$ cat src/hw/rtl/mee_pkg.sv
// Shared types and constants for the MIDI event encoder.
// No dependencies; the core, mee_vlq and mee_seq import this package.
package mee_pkg;

	localparam int DeltaWidth = 28;
	localparam int ParamWidth = 30;

	// Configuration register indexes.
	localparam logic CFG_CHANNEL  = 1'b0;
	localparam logic CFG_RPN_TYPE = 1'b1;

	localparam logic [7:0] CFG_RPN_TYPE_RESET = 8'h07;

	// Event kinds, taken from the upper status nibble.
	localparam logic [3:0] KIND_CTRL_CHANGE = 4'hB;
	localparam logic [3:0] KIND_PROG_CHANGE = 4'hC;
	localparam logic [3:0] KIND_CHAN_PRESS  = 4'hD;

	localparam logic [7:0] STATUS_CC_RAW  = 8'hB0;
	localparam logic [7:0] PARAM_MARK     = 8'hFF;

	// Controller numbers used by the parameter expansion.
	localparam logic [7:0] CC_RPN_MSB     = 8'h65;
	localparam logic [7:0] CC_RPN_LSB     = 8'h64;
	localparam logic [7:0] CC_NRPN_MSB    = 8'h63;
	localparam logic [7:0] CC_NRPN_LSB    = 8'h62;
	localparam logic [7:0] CC_ENTRY_MSB   = 8'h06;
	localparam logic [7:0] CC_ENTRY_LSB   = 8'h26;
	localparam logic [7:0] RUNNING_DELTA  = 8'h00;

	localparam logic [3:0] PARAM_BODY_LAST = 4'd10;

	// One variable-length-quantity byte offered by the group shifter.
	typedef struct packed {
		logic [7:0] data;
		logic       final_grp;
	} vlq_t;

endpackage

$ cat src/hw/rtl/mee_in_if.sv
// Event channel of the MIDI event encoder: valid/ready plus the event fields.
// No dependencies.
interface mee_in_if;
	logic        valid;
	logic        ready;
	logic [27:0] delta_time;
	logic [7:0]  status_byte;
	logic [7:0]  data_one;
	logic [7:0]  data_two;
	logic [29:0] param_data;

	modport source (output valid, delta_time, status_byte, data_one, data_two, param_data,
		input ready);
	modport sink (input valid, delta_time, status_byte, data_one, data_two, param_data,
		output ready);
endinterface

$ cat src/hw/rtl/mee_out_if.sv
// Byte channel of the MIDI event encoder: valid/ready plus one encoded byte.
// No dependencies.
interface mee_out_if;
	logic       valid;
	logic       ready;
	logic [7:0] out_byte;
	logic [3:0] byte_index;
	logic       last;

	modport source (output valid, out_byte, byte_index, last, input ready);
	modport sink (input valid, out_byte, byte_index, last, output ready);
endinterface

$ cat src/hw/rtl/midi_event_encoder_core.sv
// Top level of the MIDI event encoder: configuration registers, the byte
// sequencer and the delta group shifter. Depends on mee_pkg, mee_in_if,
// mee_out_if, mee_vlq and mee_seq.
//
//   channel | dir | beat contents
//   --------+-----+--------------------------------------------------------
//   evt     | in  | delta_time, status_byte, data_one, data_two, param_data
//   enc     | out | out_byte, byte_index, last (one encoded byte per beat)
//   cfg     | in  | cfg_we, cfg_index, cfg_data (write only)
//
// An event is accepted and then encoded byte by byte: 1 to 4 delta bytes,
// the status byte and 1, 2 or 11 body bytes, 3 to 16 bytes in all; the byte
// sequencer emits one byte a cycle while the output is not stalled.
// Reset clears the sequencer to idle, empties the output register and loads
// the register defaults (channel 0, RPN type code 7).
// A stalled output freezes the sequencer; the event channel is not ready
// until the last byte of the current event sits in the output register.
module midi_event_encoder_core (
	input  logic       clk,
	input  logic       arst_n,
	input  logic       cfg_we,
	input  logic       cfg_index,
	input  logic [7:0] cfg_data,
	mee_in_if.sink     evt,
	mee_out_if.source  enc
);
	import mee_pkg::*;

	logic [3:0]  channel_q;
	logic [7:0]  rpn_type_q;
	logic        vlq_load;
	logic        vlq_step;
	vlq_t        vlq;

	// Configuration writes must land only while the encoder is idle (the block
	// does not enforce it); the channel is read live, the RPN type at accept.
	always_ff @(posedge clk or negedge arst_n) begin
		if (!arst_n) begin
			channel_q  <= 4'd0;
			rpn_type_q <= CFG_RPN_TYPE_RESET;
		end else if (cfg_we) begin
			case (cfg_index)
				CFG_CHANNEL:  channel_q  <= cfg_data[3:0];
				CFG_RPN_TYPE: rpn_type_q <= cfg_data;
				default:      channel_q  <= channel_q;
			endcase
		end
	end

	// The group shifter hands the sequencer one delta byte per step, most
	// significant group first, continuation bit set on all but the last byte.
	mee_vlq u_vlq (
		.clk    (clk),
		.arst_n (arst_n),
		.load   (vlq_load),
		.delta  (evt.delta_time),
		.step   (vlq_step),
		.vlq    (vlq)
	);

	// The sequencer owns both handshakes and the output register, which lets
	// the next event be accepted while the final byte still waits downstream.
	mee_seq u_seq (
		.clk           (clk),
		.arst_n        (arst_n),
		.channel       (channel_q),
		.rpn_type_code (rpn_type_q),
		.evt           (evt),
		.enc           (enc),
		.vlq_load      (vlq_load),
		.vlq_step      (vlq_step),
		.vlq           (vlq)
	);

endmodule

$ cat src/hw/rtl/mee_vlq.sv
// Delta-time group shifter: holds the delta left-aligned on its first group
// and shifts out one 7-bit group per step. Depends on mee_pkg.
module mee_vlq (
	input  logic                              clk,
	input  logic                              arst_n,
	input  logic                              load,
	input  logic [mee_pkg::DeltaWidth-1:0]    delta,
	input  logic                              step,
	output mee_pkg::vlq_t                     vlq
);
	import mee_pkg::*;

	logic [DeltaWidth-1:0] grp_q;
	logic [1:0]            rem_q;

	// Leading zero groups are dropped; a zero delta still keeps one group.
	always_ff @(posedge clk or negedge arst_n) begin
		if (!arst_n) begin
			rem_q <= 2'd0;
		end else if (load) begin
			if (|delta[27:21]) begin
				rem_q <= 2'd3;
			end else if (|delta[27:14]) begin
				rem_q <= 2'd2;
			end else if (|delta[27:7]) begin
				rem_q <= 2'd1;
			end else begin
				rem_q <= 2'd0;
			end
		end else if (step && rem_q != 2'd0) begin
			rem_q <= rem_q - 2'd1;
		end
	end

	always_ff @(posedge clk) begin
		if (load) begin
			if (|delta[27:21]) begin
				grp_q <= delta;
			end else if (|delta[27:14]) begin
				grp_q <= {delta[20:0], 7'd0};
			end else if (|delta[27:7]) begin
				grp_q <= {delta[13:0], 14'd0};
			end else begin
				grp_q <= {delta[6:0], 21'd0};
			end
		end else if (step) begin
			grp_q <= {grp_q[20:0], 7'd0};
		end
	end

	assign vlq.data      = {(rem_q != 2'd0), grp_q[27:21]};
	assign vlq.final_grp = (rem_q == 2'd0);

endmodule

$ cat src/hw/rtl/mee_seq.sv
// Byte sequencer: walks delta groups, status and data bytes of one event and
// loads them one per unstalled cycle into the output register. Depends on
// mee_pkg, mee_in_if and mee_out_if; drives the mee_vlq group shifter.
module mee_seq (
	input  logic          clk,
	input  logic          arst_n,
	input  logic [3:0]    channel,
	input  logic [7:0]    rpn_type_code,
	mee_in_if.sink        evt,
	mee_out_if.source     enc,
	output logic          vlq_load,
	output logic          vlq_step,
	input  mee_pkg::vlq_t vlq
);
	import mee_pkg::*;

	typedef enum logic [1:0] {ST_IDLE, ST_DELTA, ST_STATUS, ST_BODY} state_t;

	state_t          state_q;
	logic [3:0]      kind_q;
	logic [7:0]      d1_q;
	logic [7:0]      d2_q;
	logic [ParamWidth-1:0] pd_q;
	logic            is_param_q;
	logic            is_short_q;
	logic            rpn_q;
	logic [3:0]      body_q;
	logic [3:0]      cnt_q;
	logic [7:0]      out_byte_q;
	logic [3:0]      idx_q;
	logic            last_q;
	logic            out_valid_q;

	logic            advance;
	logic            load_byte;
	logic            accept;
	logic            body_last;
	logic [7:0]      body_byte;
	logic [3:0]      in_kind;

	assign in_kind  = evt.status_byte[7:4];
	assign advance  = !out_valid_q || enc.ready;
	assign load_byte = advance && (state_q != ST_IDLE);
	assign evt.ready = (state_q == ST_IDLE);
	assign accept   = evt.valid && evt.ready;
	assign vlq_load = accept;
	assign vlq_step = (state_q == ST_DELTA) && advance;

	always_comb begin
		body_byte = d1_q;
		if (is_param_q) begin
			case (body_q)
				4'd0:    body_byte = rpn_q ? CC_RPN_MSB : CC_NRPN_MSB;
				4'd1:    body_byte = {1'b0, pd_q[29:23]};
				4'd2:    body_byte = RUNNING_DELTA;
				4'd3:    body_byte = rpn_q ? CC_RPN_LSB : CC_NRPN_LSB;
				4'd4:    body_byte = {1'b0, pd_q[22:16]};
				4'd5:    body_byte = RUNNING_DELTA;
				4'd6:    body_byte = CC_ENTRY_MSB;
				4'd7:    body_byte = {1'b0, pd_q[13:7]};
				4'd8:    body_byte = RUNNING_DELTA;
				4'd9:    body_byte = CC_ENTRY_LSB;
				default: body_byte = {1'b0, pd_q[6:0]};
			endcase
		end else if (body_q != 4'd0) begin
			body_byte = d2_q;
		end
	end

	always_comb begin
		if (is_param_q) begin
			body_last = (body_q == PARAM_BODY_LAST);
		end else if (is_short_q) begin
			body_last = 1'b1;
		end else begin
			body_last = (body_q == 4'd1);
		end
	end

	always_ff @(posedge clk or negedge arst_n) begin
		if (!arst_n) begin
			state_q     <= ST_IDLE;
			out_valid_q <= 1'b0;
			cnt_q       <= 4'd0;
			body_q      <= 4'd0;
		end else begin
			// A taken beat empties the register unless the next byte replaces it.
			if (enc.ready && !load_byte) begin
				out_valid_q <= 1'b0;
			end
			case (state_q)
				ST_IDLE: begin
					if (accept) begin
						cnt_q   <= 4'd0;
						state_q <= ST_DELTA;
					end
				end
				ST_DELTA: begin
					if (advance) begin
						out_byte_q  <= vlq.data;
						idx_q       <= cnt_q;
						last_q      <= 1'b0;
						out_valid_q <= 1'b1;
						cnt_q       <= cnt_q + 4'd1;
						if (vlq.final_grp) begin
							state_q <= ST_STATUS;
						end
					end
				end
				ST_STATUS: begin
					if (advance) begin
						out_byte_q  <= {kind_q, channel};
						idx_q       <= cnt_q;
						last_q      <= 1'b0;
						out_valid_q <= 1'b1;
						cnt_q       <= cnt_q + 4'd1;
						body_q      <= 4'd0;
						state_q     <= ST_BODY;
					end
				end
				ST_BODY: begin
					if (advance) begin
						out_byte_q  <= body_byte;
						idx_q       <= cnt_q;
						last_q      <= body_last;
						out_valid_q <= 1'b1;
						cnt_q       <= cnt_q + 4'd1;
						body_q      <= body_q + 4'd1;
						if (body_last) begin
							state_q <= ST_IDLE;
						end
					end
				end
				default: state_q <= ST_IDLE;
			endcase
		end
	end

	// Event fields are captured once at acceptance and held for the whole event.
	always_ff @(posedge clk) begin
		if (accept) begin
			kind_q     <= in_kind;
			d1_q       <= evt.data_one;
			d2_q       <= evt.data_two;
			pd_q       <= evt.param_data;
			is_param_q <= (evt.status_byte == STATUS_CC_RAW) && (evt.data_one == PARAM_MARK);
			is_short_q <= (in_kind == KIND_PROG_CHANGE) || (in_kind == KIND_CHAN_PRESS);
			rpn_q      <= (evt.data_two == rpn_type_code);
		end
	end

	assign enc.valid      = out_valid_q;
	assign enc.out_byte   = out_byte_q;
	assign enc.byte_index = idx_q;
	assign enc.last       = last_q;

	// Within an event, beats follow back to back with consecutive indexes.
	a_idx_step: assert property (@(posedge clk) disable iff (!arst_n)
		out_valid_q && enc.ready && !last_q |=> out_valid_q && idx_q == $past(idx_q) + 4'd1)
		else $error("byte index did not advance by one within an event");

	// The shortest event is one delta byte, the status byte and one data byte.
	a_last_min: assert property (@(posedge clk) disable iff (!arst_n)
		out_valid_q && last_q |-> idx_q >= 4'd2)
		else $error("event ended before its status and data bytes");

	// An accepted event always starts with its delta bytes.
	a_accept_delta: assert property (@(posedge clk) disable iff (!arst_n)
		accept |=> state_q == ST_DELTA)
		else $error("accepted event did not start with the delta");

	// A parameter event ends only on the eleventh body byte.
	a_param_len: assert property (@(posedge clk) disable iff (!arst_n)
		state_q == ST_BODY && advance && is_param_q && body_q != PARAM_BODY_LAST
		|=> !last_q)
		else $error("parameter expansion ended early");

endmodule
$ cat src/flat_wrapper.sv
// flat-port wrapper written by rule: the top's interface ports become plain ports
module midi_event_encoder_core_flat import mee_pkg::*;
  (clk, arst_n, cfg_we, cfg_index, cfg_data, evt_valid, evt_delta_time, evt_status_byte, evt_data_one, evt_data_two, evt_param_data, evt_ready, enc_valid, enc_out_byte, enc_byte_index, enc_last, enc_ready);
  mee_in_if evt_i ();
  mee_out_if enc_i ();
  input  logic clk;
  input  logic arst_n;
  input  logic cfg_we;
  input  logic cfg_index;
  input  logic [7:0] cfg_data;
  input wire logic [$bits(evt_i.valid)-1:0] evt_valid;
  input wire logic [$bits(evt_i.delta_time)-1:0] evt_delta_time;
  input wire logic [$bits(evt_i.status_byte)-1:0] evt_status_byte;
  input wire logic [$bits(evt_i.data_one)-1:0] evt_data_one;
  input wire logic [$bits(evt_i.data_two)-1:0] evt_data_two;
  input wire logic [$bits(evt_i.param_data)-1:0] evt_param_data;
  output wire logic [$bits(evt_i.ready)-1:0] evt_ready;
  output wire logic [$bits(enc_i.valid)-1:0] enc_valid;
  output wire logic [$bits(enc_i.out_byte)-1:0] enc_out_byte;
  output wire logic [$bits(enc_i.byte_index)-1:0] enc_byte_index;
  output wire logic [$bits(enc_i.last)-1:0] enc_last;
  input wire logic [$bits(enc_i.ready)-1:0] enc_ready;
  assign evt_i.valid = evt_valid;
  assign evt_i.delta_time = evt_delta_time;
  assign evt_i.status_byte = evt_status_byte;
  assign evt_i.data_one = evt_data_one;
  assign evt_i.data_two = evt_data_two;
  assign evt_i.param_data = evt_param_data;
  assign evt_ready = evt_i.ready;
  assign enc_valid = enc_i.valid;
  assign enc_out_byte = enc_i.out_byte;
  assign enc_byte_index = enc_i.byte_index;
  assign enc_last = enc_i.last;
  assign enc_i.ready = enc_ready;
  midi_event_encoder_core u_core (.clk(clk), .arst_n(arst_n), .cfg_we(cfg_we), .cfg_index(cfg_index), .cfg_data(cfg_data), .evt(evt_i), .enc(enc_i));
endmodule
$ cat config.mk
export PLATFORM = sky130hd
export DESIGN_NAME = midi_event_encoder_core_flat
export DESIGN_NICKNAME = d
export VERILOG_FILES = /design/src/hw/rtl/mee_pkg.sv /design/src/hw/rtl/mee_in_if.sv /design/src/hw/rtl/mee_out_if.sv /design/src/hw/rtl/midi_event_encoder_core.sv /design/src/hw/rtl/mee_vlq.sv /design/src/hw/rtl/mee_seq.sv /design/src/flat_wrapper.sv
export SDC_FILE = /design/constraint.sdc
export NUM_CORES = 1
export LEC_CHECK = 0
export ABC_AREA = 1
export BUFFER_PORTS_ARGS = -buffer_cell sky130_fd_sc_hd__buf_4
export CORE_AREA = 10 10 119 110
export CTS_CLUSTER_DIAMETER = 40
export DETAILED_ROUTE_END_ITERATION = 12
export DIE_AREA = 0 0 129 120
export PLACE_DENSITY = 0.8
export SETUP_SLACK_MARGIN = 0.02
export SYNTH_ARGS = -nofsm -noshare
export SYNTH_HDL_FRONTEND = slang
export SYNTH_SLANG_ARGS = --single-unit
export TNS_END_PERCENT = 20
$ cat constraint.sdc
create_clock -name clk -period 4.47 [get_ports clk]
set_clock_uncertainty 0.05 [all_clocks]
set_input_delay 0.6705 -clock clk [delete_from_list [all_inputs] [get_ports clk]]
set_output_delay 0.6705 -clock clk [all_outputs]
set_load 0.03 [all_outputs]
; ---- After elaboration in Yosys (flattened, before gate mapping)
; Cells that the tools add are included.
[totals]
word_cells = 123
latchBits = 0
ramBits = 0
romBits = 0
inputBits = 96
reg_bits = 119
mem_count = 0
[classes]
div_mod_pow = 0
n_addsub = 3
n_eq_ne = 26
mux = 40
magnitude_cmp = 0
n_bitwise = 1
n_shift = 0
n_mul = 0
n_reduce_logical = 35
[ops]
columns = operator, count
row1 = $mux 28, 5
row2 = $pmux 7 s8, 1
row3 = $mux 8, 5
row4 = $pmux 8 s3, 1
row5 = $reduce_or 21->1, 1
row6 = $eq 4x4->1 const B, 5
row7 = $mux 2, 10
row8 = $eq 4x3->1 const B, 4
row9 = $eq 8x8->1 const B, 2
row10 = $mux 4, 4
row11 = $pmux 4 s2, 2
row12 = $reduce_or 14->1, 1
row13 = $reduce_bool 2->1, 6
row14 = $ne 2x2->1 const B, 5
row15 = $add 4x1->4 const B, 2
row16 = $eq 4x2->1 const B, 2
row17 = $eq 8x8->1, 1
row18 = $mux 1, 8
row19 = $pmux 2 s4, 1
row20 = $reduce_or 7->1, 1
row21 = $logic_and 1x1->1, 6
row22 = $mux 3, 2
row23 = $ne 2x1->1 const B, 3
row24 = $reduce_and 2->1, 3
row25 = other kinds (18), 24

; ---- Logic depth before layout (Yosys ltp)
[depth]
ltp_word = 8
mapped_depth = 10
ltp_nobuf = 10

; ---- Hierarchy
; Synthesis repeated with hierarchy kept, for this count alone.
[unflattened]
cells_unflattened = 640
hier_area_um2 = 6005.8
[modules_own_cells]
columns = module, cells_each, n_inst, seq_area_each_um2, area_per_inst_um2
row1 = mee_seq, 334, 1, 2197.1, 3510.9
row2 = mee_vlq, 253, 1, 890.9, 2010.7
row3 = midi_event_encoder_core, 53, 1, 304.0, 484.2

; ---- Worst setup path after synthesis
; OpenSTA, ideal clock, no wires.
[synth_path]
kind = input-to-reg
startpoint = in enc_ready
endpoint = reg u_core.u_vlq.grp_q[0] (enable)
setup_time_ns = 0.452
path_buffers = 1
slack_ns = 1.009
stages = 4
arrival_ns = 2.959
cell_sequence = or2_1 > buf_2 > inv_2 > o21ai_0
[synth_via]
elab_chain_cells = 3
[synth_lines]
columns = element, line
row1 = "start, declared", flat_wrapper.sv:22  ; input wire logic [$bits(enc_i.ready)-1:0] enc_ready;
row2 = $logic_or 1x1->1, mee_seq.sv:42  ; assign advance = !out_valid_q || enc.ready;
row3 = $logic_and 1x1->1, mee_seq.sv:47  ; assign vlq_step = (state_q == ST_DELTA) && advance;
row4 = $reduce_bool 2->1 (no source line), n/a
row5 = "end signal, assigned", mee_vlq.sv:42  ; grp_q <= {delta[13:0], 14'd0};
row6 = "end signal, assigned", mee_vlq.sv:44  ; grp_q <= {delta[6:0], 21'd0};
row7 = "end signal, assigned", mee_vlq.sv:47  ; grp_q <= {grp_q[20:0], 7'd0};
row8 = "end, declared", mee_vlq.sv:13  ; logic [DeltaWidth-1:0] grp_q;
; Every way passes these cells.
; A chain may end at the register's enable or synchronous reset.

; ---- Final worst setup path
[layout_path]
startpoint = in evt_delta_time[24]
endpoint = reg u_core.u_vlq.grp_q[27] (data pin)
[layout_via]
elab_chain_cells = 5
elab_cells_between_ends = 7
classes_between = mux (4) / reduce/logical (3)
[layout_lines]
columns = element, line
row1 = "start, declared", flat_wrapper.sv:12  ; input wire logic [$bits(evt_i.delta_time)-1:0] evt_delta_time;
row2 = $reduce_or 21->1, mee_vlq.sv:41  ; end else if (|delta[27:7]) begin
row3 = $mux 28, mee_vlq.sv:41
row4 = $mux 28, mee_vlq.sv:39  ; end else if (|delta[27:14]) begin
row5 = $mux 28 *, mee_vlq.sv:37  ; if (|delta[27:21]) begin
row6 = $mux 28 *, mee_vlq.sv:36  ; if (load) begin
row7 = "end signal, assigned", mee_vlq.sv:38  ; grp_q <= delta;
row8 = "end signal, assigned", mee_vlq.sv:40  ; grp_q <= {delta[20:0], 7'd0};
row9 = "end signal, assigned", mee_vlq.sv:42
; Mark *: on every way between the ends. The rest lies on a longest branch, timed or not.

==> results by group <==
Global routing
  • Global-route wire length before repair: 23730 um
  • Largest net degree at the start of global routing: 53
  • GRT Total Usage: between 10% and 20%
  • Vias in the first global route: ~4700
  • Gr ovfl total: 0
  • Antenna violations before repair: 0

Drt
  • Total Routed Length: approximately 15000 um
  • # DRC: 0
  • Post-route ant nets: 0
  • WL per Instance: around 18 um
  • Detailed Routing Iterations Pass 1: 5
  • Post-DR vias/cell: about 5.6
  • Drt first-iter violations: approximately 450
  • Detailed-route via count: between 4000 and 5000

Die
  • DIE AREA: between 15000 and 20000 sq um
  • I/O pin count: ~110
  • Site Rows: 36
  • Starting Density: between 50% and 60%
  • Core Area: around 11000 sq um
  • Die X: between 100 and 150 um
  • Die Y-Extent: 120 um

Worst setup path
  • RR Startpoint: u_core.u_seq.state_q[1]$_DFFE_PN0P_
  • Worst Setup Start Kind: input port
  • Crit path capture: u_core.u_vlq.grp_q[27]$_DFFE_PP_
  • Critical Path Source: evt_delta_time[24]
  • R2R Setup Slk: around 1900 ps
  • Critical path type: input port to flip-flop
  • R2R depth: 5
  • WP data required: 4680 ps
  • Worst EP arrival: between 2000 and 3000 ps
  • Crit. End Element: flip-flop
  • RR Endpoint: u_core.u_seq.pd_q[17]$_DFFE_PP_
  • Crit path max fanout: 32

Synthesis
  • Part of the Yosys area used for sequential elements: about three fifths
  • Synthesized net count: 665
  • Yosys Warn Count: 0
  • EDFF count, synth: between 90 and 100
  • Post-synth ARST share: a little over a fifth
  • Yosys top cell by area: edfxtp_1
  • Synth Flop Type: edfxtp_1
  • Synth unique cells: 45
  • Ranking of synthesized cells by area: edfxtp_1, dfrtp_1, nand2_1
  • Mapped cell area: approximately 5700 sq um
  • Yosys top cell area share: 48.39%
  • FF+latch count, synth: around 120
  • Syn Area/Cell: between 10 and 15 sq um
  • Post-Synthesis Cells: ~560

CTS
  • Resize count post-CTS: 0
  • Number of CTS-inserted buffers: 17
  • Hold_buf cts: 0
  • Post-CTS Setup Inserts: 0
  • Max clock buf depth: 2
  • CTS tree: built
  • Latest clock arrival within the worst-skew pair: approximately 420 ps
  • Clock sink total: about 120
  • Root Buffer: clkbuf_16
  • Clock-pin slew on the worst setup and hold paths: ~60 ps
  • H-tree depth: 4

Placed design
  • Final HPWL DP: about 11000 um
  • Port bufs: about 110
  • GP Congestion: between 0.8 and 0.9
  • Placement Setup Slack: 1595 ps
  • Area after DPL: between 6000 and 7000 sq um

Layout
  • Core Util, Final: about two thirds
  • Most common cell after layout, fill and taps aside: buf_4
  • Most frequent cells in the layout: buf_4, nand2_1, edfxtp_1, nor2_1, inv_1
  • Final instance area: around 7300 sq um
  • Layout cells sized above 1: between 20% and 30%
  • Synth-to-Final Area Change: 27.79%
  • Nets: between 700 and 800
  • Ant. Diodes: 0

Outcome
  • Run status: complete, no violations

STA
  • Post-route clock period utilization: between 50% and 60%
  • Setup TNS Final: 0 ps
  • Max-slew violation count: 0
  • Final Hold Vio Count: 0
  • Max Freq: ~0.39 GHz
  • Final worst slack: between 1500 and 2000 ps
  • Relative slew slack: a little under a third
  • Final setup fails: 0
  • RSZ-0062 raised after global routing: no
  • Tightest Pin Transition: between 1000 and 1500 ps
  • Tmin final: 2553 ps

Power and ir drop
  • Power share of the combinational group: between 30% and 40%
  • Register share of total power: around 38%
  • Sw power: 1.548 mW
  • Switching Share: between 30% and 40%
  • Worst vdd ir: approximately 0.00027 V
  • Clock share of power: between 30% and 40%
  • Power per cell area: 638.2 nW/um^2
  • P_leak: between 3 and 4 nW
  • Internal power: about 3.1 mW

Flow run
  • Max-Cap Viols: 0

Hold path
  • Hold Crit Class: input port to asynchronous set/reset pin
## layout make-up
cell class / instances / area [sq um]
flip-flops and latches: 117 / 3392
fillers: 754 / 3334
multi-input cells: 366 / 2006
repair buffers: 111 / 833.3
clock buffers: 20 / 456.7
inverters: 62 / 240.2
clock inverters: 12 / 201.4
well taps: 133 / 166.4
## synthesized netlist by cell type, types with 3 or more instances
cell type,n
nand3_1,32
a211oi_1,4
nor2_2,4
mux2_2,4
nor2_1,74
inv_2,4
inv_1,55
a21oi_1,38
buf_2,6
a31oi_2,5
nand4_1,10
nand3_2,7
edfxtp_1,92
ha_1,11
nor3_1,15
nor2_4,4
dfstp_2,3
clkbuf_1,4
a22oi_1,4
xnor2_1,9
nand2_1,94
dfrtp_1,22
o21ai_0,26
nand2_2,4
## metrics by stage
stage	power, mW	cells	hold slack (ps)
after global routing	4.887	821	139.3
after detailed placement	3.155	789	419.5
after global placement	3.076	789	406.6
after floorplan	2.677	558	324.9
final	4.656	821	121.4
after CTS	4.660	821	121.9
## flip-flops by register name, summed over array words and instances, names as in the netlist, 4 cells and up
register,count
u_core.u_seq.enc.out_byte,8
u_core.channel_q,4
u_core.u_vlq.grp_q,28
u_core.u_seq.body_q,4
u_core.u_seq.enc.byte_index,4
u_core.u_seq.d1_q,8
u_core.rpn_type_q,8
u_core.u_seq.kind_q,4
u_core.u_seq.d2_q,8
u_core.u_seq.cnt_q,4
u_core.u_seq.pd_q,28
## worst max-delay path, cell delays in order
cell and delay [ps]:
buf_4 110, nor2_1 170, nand2_2 130, nor2_4 660, inv_2 340, nor2_4 330
nand2_1 90, nand2_1 80, inv_1 50, a21oi_1 120
## power groups by stage
stage / clock network, mW / logic (mW) / registers [mW]
finish: 1.50 / 1.40 / 1.75
CTS: 1.51 / 1.39 / 1.75
detailed placement: 0 / 1.38 / 1.77
floorplan: 0 / 0.831 / 1.85
global placement: 0 / 1.32 / 1.76
global route: 1.56 / 1.55 / 1.78
## cells by family (layout without fill, tap and decap cells)
group	count (synthesis)	count (layout)	synth area share (%)
multiplexers	4	4	0.7889
flip-flops	117	117	59.41
AO/OA/AOI/OAI	89	89	9.270
XOR/XNOR	10	10	1.534
AND/OR/NAND/NOR	252	252	21.06
adder cells (fa/ha/maj)	11	11	2.411
buffers and inverters	75	205	5.523
## worst min path at each step
stage	slack, ps	to	cells after the start	from
floorplan	320	u_core.channel_q[0]$_DFFE_PN0P_	0	arst_n
global placement	410	u_core.u_seq.enc.byte_index[3]$_DFFE_PP_	0	u_core.u_seq.cnt_q[3]$_DFFE_PN0P_
detailed placement	420	u_core.u_seq.enc.byte_index[3]$_DFFE_PP_	0	u_core.u_seq.cnt_q[3]$_DFFE_PN0P_
CTS	120	u_core.u_seq.body_q[3]$_DFFE_PN0P_	1	arst_n
global route	140	u_core.u_seq.body_q[0]$_DFFE_PN0P_	1	arst_n
finish	120	u_core.u_seq.body_q[3]$_DFFE_PN0P_	1	arst_n
## routing by layer
layer	global-route usage [%]	routed length (um)
met5	0	0
met3	6.030	1232
met4	7.386	214
met1	23.49	5989
met2	31.96	7346
(Power assumes the default switching activity.)
